===== config.mk =====
export PLATFORM = sky130hd
export DESIGN_NAME = altitude_pid_with_deadband_unit
export DESIGN_NICKNAME = d
export VERILOG_FILES = /design/src/rtl/core/apd_pkg.sv /design/src/rtl/core/altitude_pid_with_deadband_unit.sv /design/src/rtl/core/apd_cfg_regs.sv /design/src/rtl/core/apd_integ.sv /design/src/rtl/core/apd_law.sv
export SDC_FILE = /design/constraint.sdc
export NUM_CORES = 2
export LEC_CHECK = 0
export CAP_MARGIN = 5
export CORE_ASPECT_RATIO = 0.7
export CORE_UTILIZATION = 50
export DETAILED_ROUTE_END_ITERATION = 6
export DONT_BUFFER_PORTS = 1
export PLACE_DENSITY = 0.75
export SLEW_MARGIN = 20
export SYNTH_ARGS = -nofsm -noshare
export SYNTH_HDL_FRONTEND = slang
export SYNTH_HIERARCHICAL = 1
export SYNTH_SLANG_ARGS = --single-unit

===== constraint.sdc =====
create_clock -name i_clk -period 29.1 [get_ports i_clk]
set_input_delay 5.82 -clock i_clk [delete_from_list [all_inputs] [get_ports i_clk]]
set_output_delay 5.82 -clock i_clk [all_outputs]
set_load 0.03 [all_outputs]

===== src/rtl/core/apd_pkg.sv =====
// shared types and constants for the altitude pid block with deadband
// register indexes, configuration bundle and internal result structs
// no dependencies

package apd_pkg;

    // field widths
    localparam int ALT_W    = 16;
    localparam int THR_W    = 16;
    localparam int ERR_W    = ALT_W + 1;
    localparam int DERR_W   = ERR_W + 1;
    localparam int INTEG_W  = 24;
    localparam int GAIN_W   = 16;
    localparam int DBAND_W  = 15;
    localparam int BIAS_W   = 17;
    localparam int CHG_W    = 32;

    // configuration port
    localparam int CFG_IDX_W  = 4;
    localparam int CFG_DATA_W = 24;

    // stream payload widths
    localparam int S_DATA_W = 32;
    localparam int M_DATA_W = 48;
    localparam int M_USER_W = 1;

    // register indexes
    typedef enum logic [CFG_IDX_W-1:0] {
        REG_TARGET   = 4'd0,
        REG_DEADBAND = 4'd1,
        REG_GAIN_P   = 4'd2,
        REG_GAIN_I   = 4'd3,
        REG_GAIN_D   = 4'd4,
        REG_INT_MAX  = 4'd5,
        REG_INT_MIN  = 4'd6,
        REG_BIAS     = 4'd7
    } t_reg_idx;

    // configuration bundle
    typedef struct packed {
        logic signed [ALT_W-1:0]   target;
        logic        [DBAND_W-1:0] deadband;
        logic signed [GAIN_W-1:0]  gain_p;
        logic signed [GAIN_W-1:0]  gain_i;
        logic signed [GAIN_W-1:0]  gain_d;
        logic signed [INTEG_W-1:0] int_max;
        logic signed [INTEG_W-1:0] int_min;
        logic signed [BIAS_W-1:0]  bias;
    } t_cfg;

    // error terms for the control law
    typedef struct packed {
        logic                      active;
        logic signed [ERR_W-1:0]   err;
        logic signed [INTEG_W-1:0] integ;
        logic signed [DERR_W-1:0]  derr;
    } t_err_info;

    // held controller state
    typedef struct packed {
        logic signed [INTEG_W-1:0] integral;
        logic signed [ERR_W-1:0]   prev_err;
    } t_state;

    // one result item
    typedef struct packed {
        logic signed [CHG_W-1:0] change;
        logic        [THR_W-1:0] new_thrust;
        logic                    active;
    } t_result;

endpackage


===== src/rtl/core/altitude_pid_with_deadband_unit.sv =====
// altitude pid with deadband: one result per input transfer, taken from the input
// register in a single pass through the three products into the result register;
// throughput one item per cycle while the result stream does not stall
// integral and previous error update with the result register, for active items only
// synchronous active-low reset clears configuration, state and both valid flags
// depends on apd_pkg, apd_cfg_regs, apd_integ, apd_law

module altitude_pid_with_deadband_unit import apd_pkg::*; (
    input  logic                  i_clk,
    input  logic                  i_rst_n,
    // configuration write channel
    input  logic                  i_cfg_valid,
    output logic                  o_cfg_ready,
    input  logic [CFG_IDX_W-1:0]  i_cfg_index,
    input  logic [CFG_DATA_W-1:0] i_cfg_data,
    // input stream
    input  logic                  i_s_tvalid,
    output logic                  o_s_tready,
    input  logic [S_DATA_W-1:0]   i_s_tdata,   // altitude[15:0], current_thrust[31:16]
    // result stream
    output logic                  o_m_tvalid,
    input  logic                  i_m_tready,
    output logic [M_DATA_W-1:0]   o_m_tdata,   // thrust_change[31:0], new_thrust[47:32]
    output logic [M_USER_W-1:0]   o_m_tuser    // active[0]
);

    t_cfg      cfg;
    t_err_info info;
    t_state    state;
    t_result   result;

    logic                    r_in_valid;
    logic signed [ALT_W-1:0] r_altitude;
    logic        [THR_W-1:0] r_thrust;
    logic                    r_out_valid;
    t_result                 r_result;

    logic s_xfer;
    logic fire;

    // handshakes: the result register frees as it is taken
    assign fire        = r_in_valid && (!r_out_valid || i_m_tready);
    assign o_s_tready  = !r_in_valid || fire;
    assign s_xfer      = i_s_tvalid && o_s_tready;
    assign o_cfg_ready = 1'b1;

    apd_cfg_regs u_cfg (
        .i_clk       (i_clk),
        .i_rst_n     (i_rst_n),
        .i_cfg_valid (i_cfg_valid && o_cfg_ready),
        .i_cfg_index (i_cfg_index),
        .i_cfg_data  (i_cfg_data),
        .o_cfg       (cfg)
    );

    apd_integ u_integ (
        .i_clk      (i_clk),
        .i_rst_n    (i_rst_n),
        .i_cfg      (cfg),
        .i_altitude (r_altitude),
        .i_update   (fire),
        .o_info     (info),
        .o_state    (state)
    );

    apd_law u_law (
        .i_cfg    (cfg),
        .i_info   (info),
        .i_thrust (r_thrust),
        .o_result (result)
    );

    // valid flags
    always_ff @(posedge i_clk) begin
        if (!i_rst_n) begin
            r_in_valid  <= 1'b0;
            r_out_valid <= 1'b0;
        end else begin
            if (s_xfer) begin
                r_in_valid <= 1'b1;
            end else if (fire) begin
                r_in_valid <= 1'b0;
            end
            if (fire) begin
                r_out_valid <= 1'b1;
            end else if (i_m_tready) begin
                r_out_valid <= 1'b0;
            end
        end
    end

    // payload registers
    always_ff @(posedge i_clk) begin
        if (s_xfer) begin
            r_altitude <= i_s_tdata[ALT_W-1:0];
            r_thrust   <= i_s_tdata[ALT_W+THR_W-1:ALT_W];
        end
        if (fire) begin
            r_result <= result;
        end
    end

    assign o_m_tvalid = r_out_valid;
    assign o_m_tdata  = {r_result.new_thrust, r_result.change};
    assign o_m_tuser  = r_result.active;

    // state only moves on an active transfer
    a_state_hold: assert property (@(posedge i_clk) disable iff (!i_rst_n)
        !(fire && info.active) |=> $stable(state))
        else $error("controller state changed without an active transfer");

    // an inactive result carries no correction
    a_idle_zero: assert property (@(posedge i_clk) disable iff (!i_rst_n)
        (o_m_tvalid && !o_m_tuser[0]) |-> (o_m_tdata[CHG_W-1:0] == '0))
        else $error("inactive result with non-zero thrust change");

    // with ordered limits the stored integral lies inside them
    a_int_clamp: assert property (@(posedge i_clk) disable iff (!i_rst_n)
        (fire && info.active && (cfg.int_min <= cfg.int_max)) |=>
        ((state.integral <= $past(cfg.int_max)) && (state.integral >= $past(cfg.int_min))))
        else $error("integral outside its clamp");

    // a stalled result is never overwritten
    a_no_overrun: assert property (@(posedge i_clk) disable iff (!i_rst_n)
        (o_m_tvalid && !i_m_tready) |=> ($stable(o_m_tdata) && o_m_tvalid))
        else $error("pending result overwritten");

endmodule


===== src/rtl/core/apd_cfg_regs.sv =====
// configuration register file of the altitude pid block
// depends on apd_pkg

module apd_cfg_regs import apd_pkg::*; (
    input  logic                  i_clk,
    input  logic                  i_rst_n,
    input  logic                  i_cfg_valid,
    input  logic [CFG_IDX_W-1:0]  i_cfg_index,
    input  logic [CFG_DATA_W-1:0] i_cfg_data,
    output t_cfg                  o_cfg
);

    t_cfg r_cfg;
    t_cfg n_cfg;

    // decode a register write, out-of-range indexes are dropped
    always_comb begin
        n_cfg = r_cfg;
        if (i_cfg_valid) begin
            case (i_cfg_index)
                REG_TARGET:   n_cfg.target   = i_cfg_data[ALT_W-1:0];
                REG_DEADBAND: n_cfg.deadband = i_cfg_data[DBAND_W-1:0];
                REG_GAIN_P:   n_cfg.gain_p   = i_cfg_data[GAIN_W-1:0];
                REG_GAIN_I:   n_cfg.gain_i   = i_cfg_data[GAIN_W-1:0];
                REG_GAIN_D:   n_cfg.gain_d   = i_cfg_data[GAIN_W-1:0];
                REG_INT_MAX:  n_cfg.int_max  = i_cfg_data[INTEG_W-1:0];
                REG_INT_MIN:  n_cfg.int_min  = i_cfg_data[INTEG_W-1:0];
                REG_BIAS:     n_cfg.bias     = i_cfg_data[BIAS_W-1:0];
                default:      n_cfg = r_cfg;
            endcase
        end
    end

    always_ff @(posedge i_clk) begin
        if (!i_rst_n) begin
            r_cfg <= '0;
        end else begin
            r_cfg <= n_cfg;
        end
    end

    assign o_cfg = r_cfg;

endmodule


===== src/rtl/core/apd_integ.sv =====
// error, deadband test, clamped integral and held state of the pid block
// depends on apd_pkg

module apd_integ import apd_pkg::*; (
    input  logic                    i_clk,
    input  logic                    i_rst_n,
    input  t_cfg                    i_cfg,
    input  logic signed [ALT_W-1:0] i_altitude,
    input  logic                    i_update,
    output t_err_info               o_info,
    output t_state                  o_state
);

    logic signed [INTEG_W-1:0] r_integral;
    logic signed [ERR_W-1:0]   r_prev_err;

    logic signed [ERR_W-1:0]   err;
    logic        [ERR_W-1:0]   mag;
    logic                      active;
    logic signed [INTEG_W:0]   integ_sum;
    logic signed [INTEG_W:0]   lim_max;
    logic signed [INTEG_W:0]   lim_min;
    logic signed [INTEG_W-1:0] integ;
    logic signed [DERR_W-1:0]  derr;

    // error to target and deadband test
    assign err    = ERR_W'(i_cfg.target) - ERR_W'(i_altitude);
    assign mag    = err[ERR_W-1] ? ERR_W'(-err) : ERR_W'(err);
    assign active = mag > {{(ERR_W-DBAND_W){1'b0}}, i_cfg.deadband};

    // accumulate and clamp, upper limit checked first
    assign integ_sum = (INTEG_W+1)'(r_integral) + (INTEG_W+1)'(err);
    assign lim_max   = (INTEG_W+1)'(i_cfg.int_max);
    assign lim_min   = (INTEG_W+1)'(i_cfg.int_min);

    always_comb begin
        if (integ_sum > lim_max) begin
            integ = i_cfg.int_max;
        end else if (integ_sum < lim_min) begin
            integ = i_cfg.int_min;
        end else begin
            integ = integ_sum[INTEG_W-1:0];
        end
    end

    // change of error since the last active sample
    assign derr = DERR_W'(err) - DERR_W'(r_prev_err);

    // state moves only on an active transfer
    always_ff @(posedge i_clk) begin
        if (!i_rst_n) begin
            r_integral <= '0;
            r_prev_err <= '0;
        end else if (i_update && active) begin
            r_integral <= integ;
            r_prev_err <= err;
        end
    end

    assign o_info.active   = active;
    assign o_info.err      = err;
    assign o_info.integ    = integ;
    assign o_info.derr     = derr;
    assign o_state.integral = r_integral;
    assign o_state.prev_err = r_prev_err;

endmodule


===== src/rtl/core/apd_law.sv =====
// pid control law: products, rounding, bias, saturation and new thrust
// depends on apd_pkg

module apd_law import apd_pkg::*; (
    input  t_cfg             i_cfg,
    input  t_err_info        i_info,
    input  logic [THR_W-1:0] i_thrust,
    output t_result          o_result
);

    localparam int PP_W  = GAIN_W + ERR_W;
    localparam int PI_W  = GAIN_W + INTEG_W;
    localparam int PD_W  = GAIN_W + DERR_W;
    localparam int SUM_W = PI_W + 1;
    localparam int RND_W = SUM_W - 8;
    localparam int EXT_W = CHG_W + 2;

    logic signed [PP_W-1:0]  p_p;
    logic signed [PI_W-1:0]  p_i;
    logic signed [PD_W-1:0]  p_d;
    logic signed [SUM_W-1:0] sum;
    logic signed [RND_W-1:0] rnd;
    logic signed [EXT_W-1:0] chg_ext;
    logic signed [CHG_W-1:0] chg_sat;
    logic signed [CHG_W-1:0] change;
    logic signed [EXT_W-1:0] nt_ext;
    logic        [THR_W-1:0] nt;

    // three independent products of the q8.8 gains
    assign p_p = PP_W'(i_cfg.gain_p) * PP_W'(i_info.err);
    assign p_i = PI_W'(i_cfg.gain_i) * PI_W'(i_info.integ);
    assign p_d = PD_W'(i_cfg.gain_d) * PD_W'(i_info.derr);

    // round half up then floor by 256
    assign sum = SUM_W'(p_p) + SUM_W'(p_i) + SUM_W'(p_d) + SUM_W'(128);
    assign rnd = sum[SUM_W-1:8];

    assign chg_ext = EXT_W'(rnd) + EXT_W'(i_cfg.bias);

    // saturate to the signed 32-bit range
    always_comb begin
        if (chg_ext[EXT_W-1:CHG_W-1] == '0 || chg_ext[EXT_W-1:CHG_W-1] == '1) begin
            chg_sat = chg_ext[CHG_W-1:0];
        end else if (chg_ext[EXT_W-1]) begin
            chg_sat = {1'b1, {(CHG_W-1){1'b0}}};
        end else begin
            chg_sat = {1'b0, {(CHG_W-1){1'b1}}};
        end
    end

    assign change = i_info.active ? chg_sat : '0;

    // new thrust clipped to the unsigned range
    assign nt_ext = EXT_W'({1'b0, i_thrust}) + EXT_W'(change);

    always_comb begin
        if (nt_ext[EXT_W-1]) begin
            nt = '0;
        end else if (nt_ext[EXT_W-2:THR_W] != '0) begin
            nt = '1;
        end else begin
            nt = nt_ext[THR_W-1:0];
        end
    end

    assign o_result.change     = change;
    assign o_result.new_thrust = nt;
    assign o_result.active     = i_info.active;

endmodule

==> qor.txt <==
Setup violations, final = 0
Leakage = 28.61 nW
DRT Pass-1 Iters = 6
Post-Place Cells = 7218
WHS Path Cells = 2
Num CTS Buffers = 31
Crit-path max FO = 29
Hold WS = 0.4611 ns
Status = finished, final reports clean
Initial drt markers = 3920
Vias in the first global route = 42277
Final worst path period need = 23.16 ns
Internal Power = 1.036 mW
Worst-Skew Late Latency = 0.63 ns
Via/cell ratio = 5.610
Buf/Inv on CP = 7
Post-synth EDFFs = 81
Clock transition at path regs = 0.06 ns
Combinational fraction of design power = 57.9%
Reg2reg end = o_m_tdata[45]$_DFFE_PP_
Pre-CTS WS = 6.813 ns
Switching Share = 49.64%
Post-Syn Instances = 5946
Synth Area per Inst = 9.304 um^2
Gr ovfl total = 0
First-pass GRT wire length = 245400 um
Ys flop type = dfxtp_1
GR Util All Layers = 28.36%
Full die area = 112000 um^2
TritonCTS Sinks = 268
Worst Tran Pin Value = 1.193 ns
Initial antenna violation count = 8
Share of cells above drive strength 1 = 3.770%
Reg2reg start = r_altitude[3]$_DFFE_PP_
CP Data Arrival Time = 23.49 ns
Max_slew headroom = 20.37%
CP peak stage delay = 1.00 ns
I/O Buffers = 0
Final clock period utilization by the worst path = 79.60%
Hold Crit Endpoint = u_integ/r_prev_err[9]$_SDFFE_PN0P_
Routability cong. = 0.9691
Max-slew violation count = 0
CTS tree = built
Row count = 101
Clock buffer depth = 3
CP delay by family, top = compound AO/OA/AOI/OAI gates
Largest net degree at the start of global routing = 249
Die H = 280.3 um
Setup slack after layout = 5.937 ns
Clock share of power = 19.3%
Peak VDD IR = 0.00006907 V
Worst setup SP type = flip-flop
Die X = 399.6 um
# DRC = 0
Final Hold Vio Count = 0
Min-Delay Path Class = reg2reg
Via count = 40855
Fmax = 0.04317 GHz
Sequential power share = 22.8%
YS warnings = 6
Syn Nets = 7515
Pwr Total = 2.057 mW
Critical path type = reg2reg
FFs w/ async S/R, synth = 0%
Synth cell types = 125
Post-CTS setup buffer count = 0
Worst R2R Path Depth = 74
Drt wl/cell = 21.26 um
Synthesized flop and latch total = 268
Core area = 109100 um^2
Type of destination of the critical path = flip-flop
Critical-path top delay cell = clkinv_1
Max cap viols = 0
Hold wc startpoint = u_integ/r_prev_err[9]$_SDFFE_PN0P_
Post-route insts no fill = 7282
Synth Cell Area = 55320 um^2
Root buf cell = clkbuf_16
Final antenna-violating net count = 0
Fin nets = 7379
Sum Neg Setup Slack = 0 ns
R2r setup slk = 5.94 ns
CP required = 29.43 ns
RSZ-0062 raised after global routing = false
I/O pin cnt = 117
P&R area growth vs syn = 4.168%
CP most frequent cell = fa_1
Fin Clk Skew = 0.01087 ns
DP HPWL = 127600 um
Final WL = 154800 um
Pwr/cell area = 35.69 nW/um^2
H-tree depth = 1
Seq/Total Area, Yosys = 11.16%
Starting Density = 50.73%
Psw = 1.021 mW
CTS resizes = 0
CTS Hold Bufs = 0
## routing by layer
metal  part of all wire (%)  track usage [%]
met5                      0                0
met4                    1.8            5.148
met3                     12            7.497
met2                     41            40.83
met1                     45            42.94
## power by group through the flow
| stage | sequential, mW | clock, mW | combinational (mW) |
|---|---|---|---|
| 2_1_floorplan | 0.466 | 0 | 0.809 |
| 6_report | 0.469 | 0.396 | 1.19 |
| 3_5_place_dp | 0.477 | 0 | 1.15 |
| 4_1_cts | 0.469 | 0.401 | 1.16 |
| 3_3_place_gp | 0.477 | 0 | 1.13 |
| 5_1_grt | 0.471 | 0.415 | 1.28 |
## how the worst max path moves through the flow
stage	from	end	slack, ns	cells after the start
floorplan	u_cfg/o_cfg[128]$_SDFFE_PN0P_	o_m_tdata[37]$_DFFE_PP_	10.17	78
global placement	u_cfg/o_cfg[128]$_SDFFE_PN0P_	o_m_tdata[47]$_DFFE_PP_	7.51	76
detailed placement	u_cfg/o_cfg[128]$_SDFFE_PN0P_	o_m_tdata[40]$_DFFE_PP_	6.81	76
CTS	u_cfg/o_cfg[128]$_SDFFE_PN0P_	o_m_tdata[34]$_DFFE_PP_	6.79	77
global route	r_altitude[3]$_DFFE_PP_	o_m_tdata[34]$_DFFE_PP_	4.72	74
finish	r_altitude[3]$_DFFE_PP_	o_m_tdata[45]$_DFFE_PP_	5.94	74
## sequential cells by signal, summed over array words and instances (netlist names)
register            count
o_m_tvalid              1
u_integ/r_prev_err     17
o_m_tuser               1
r_altitude             16
r_thrust               16
o_m_tdata              48
u_integ/r_integral     24
u_cfg/o_cfg           144
r_in_valid              1
## placed cells by master, fill, tap and decap left out, types with 15 or more instances in the layout
cell type  count
a211oi_1      22
a21o_1        54
a21oi_1      159
a31oi_1       47
and2_1       497
and3_1        15
buf_4         58
clkbuf_16     31
dfxtp_1      187
edfxtp_1      81
fa_1        1119
ha_1         385
inv_1       1318
mux2i_1      189
nand2_1      739
nand2b_1      38
nand3_1       51
nand4_1       26
nor2_1       141
nor2b_1       52
nor3_1        36
nor4_1        26
o211ai_1      16
o21a_1        29
o21ai_0      100
or2_2         17
xnor2_1       81
xor2_1        38
## metrics by stage
stage	utilization [%]	instance area (um^2)
floorplan	-	55320
global placement	51.90	56600
detailed placement	51.91	56610
CTS	52.81	57590
global route	52.83	57620
finish	52.84	57630
## cell families after synthesis
| group | synth area share (%) |
|---|---|
| AND/OR/NAND/NOR | 15.60 |
| flip-flops | 11.16 |
| multiplexers | 3.524 |
| AO/OA/AOI/OAI | 7.509 |
| adder cells (fa/ha/maj) | 49.20 |
| other | 0.006778 |
| XOR/XNOR | 2.042 |
| buffers and inverters | 10.96 |
## tightest hold or removal path: stages, from the launching register on
cell and delay, ns:
dfxtp_1 0.31, nand2_1 0.05, mux2i_1 0.05
## final cells by class
cell class	instances	area [um^2]
antenna	5	12.51
clock buffer	32	779.5
clock inverter	26	205.2
fill	9605	51430
inverter	1321	4964
multi-input combinational	4129	43240
sequential	268	6176
tap	1442	1804
timing repair buffer	59	446.7
## synth_stat cells, types with 12 or more instances
cell	number	share of area, %
o21bai_1	13	0.18
mux2i_1	190	3.4
a21oi_1	160	1.4
buf_2	19	0.17
a211o_1	12	0.19
xor2_1	40	0.63
or2_2	17	0.19
o211ai_1	16	0.22
nor2_1	142	0.96
nand4_1	26	0.29
nor2b_1	54	0.61
nand3_1	51	0.46
and3_1	15	0.17
a31oi_1	47	0.53
dfxtp_1	187	6.8
o21a_1	29	0.39
nor3_1	36	0.33
xnor2_1	89	1.4
clkbuf_1	175	1.2
buf_6	16	0.33
a21o_1	54	0.73
nand2_1	741	5.0
nand2b_1	38	0.43
or3_1	13	0.15
fa_1	1119	40
and2_1	497	5.6
edfxtp_1	81	4.4
inv_1	1319	8.9
a211oi_1	22	0.30
ha_1	385	8.7
o21ai_0	100	0.90
nor4_1	26	0.29
No activity file was read; power rests on OpenSTA's default activity.
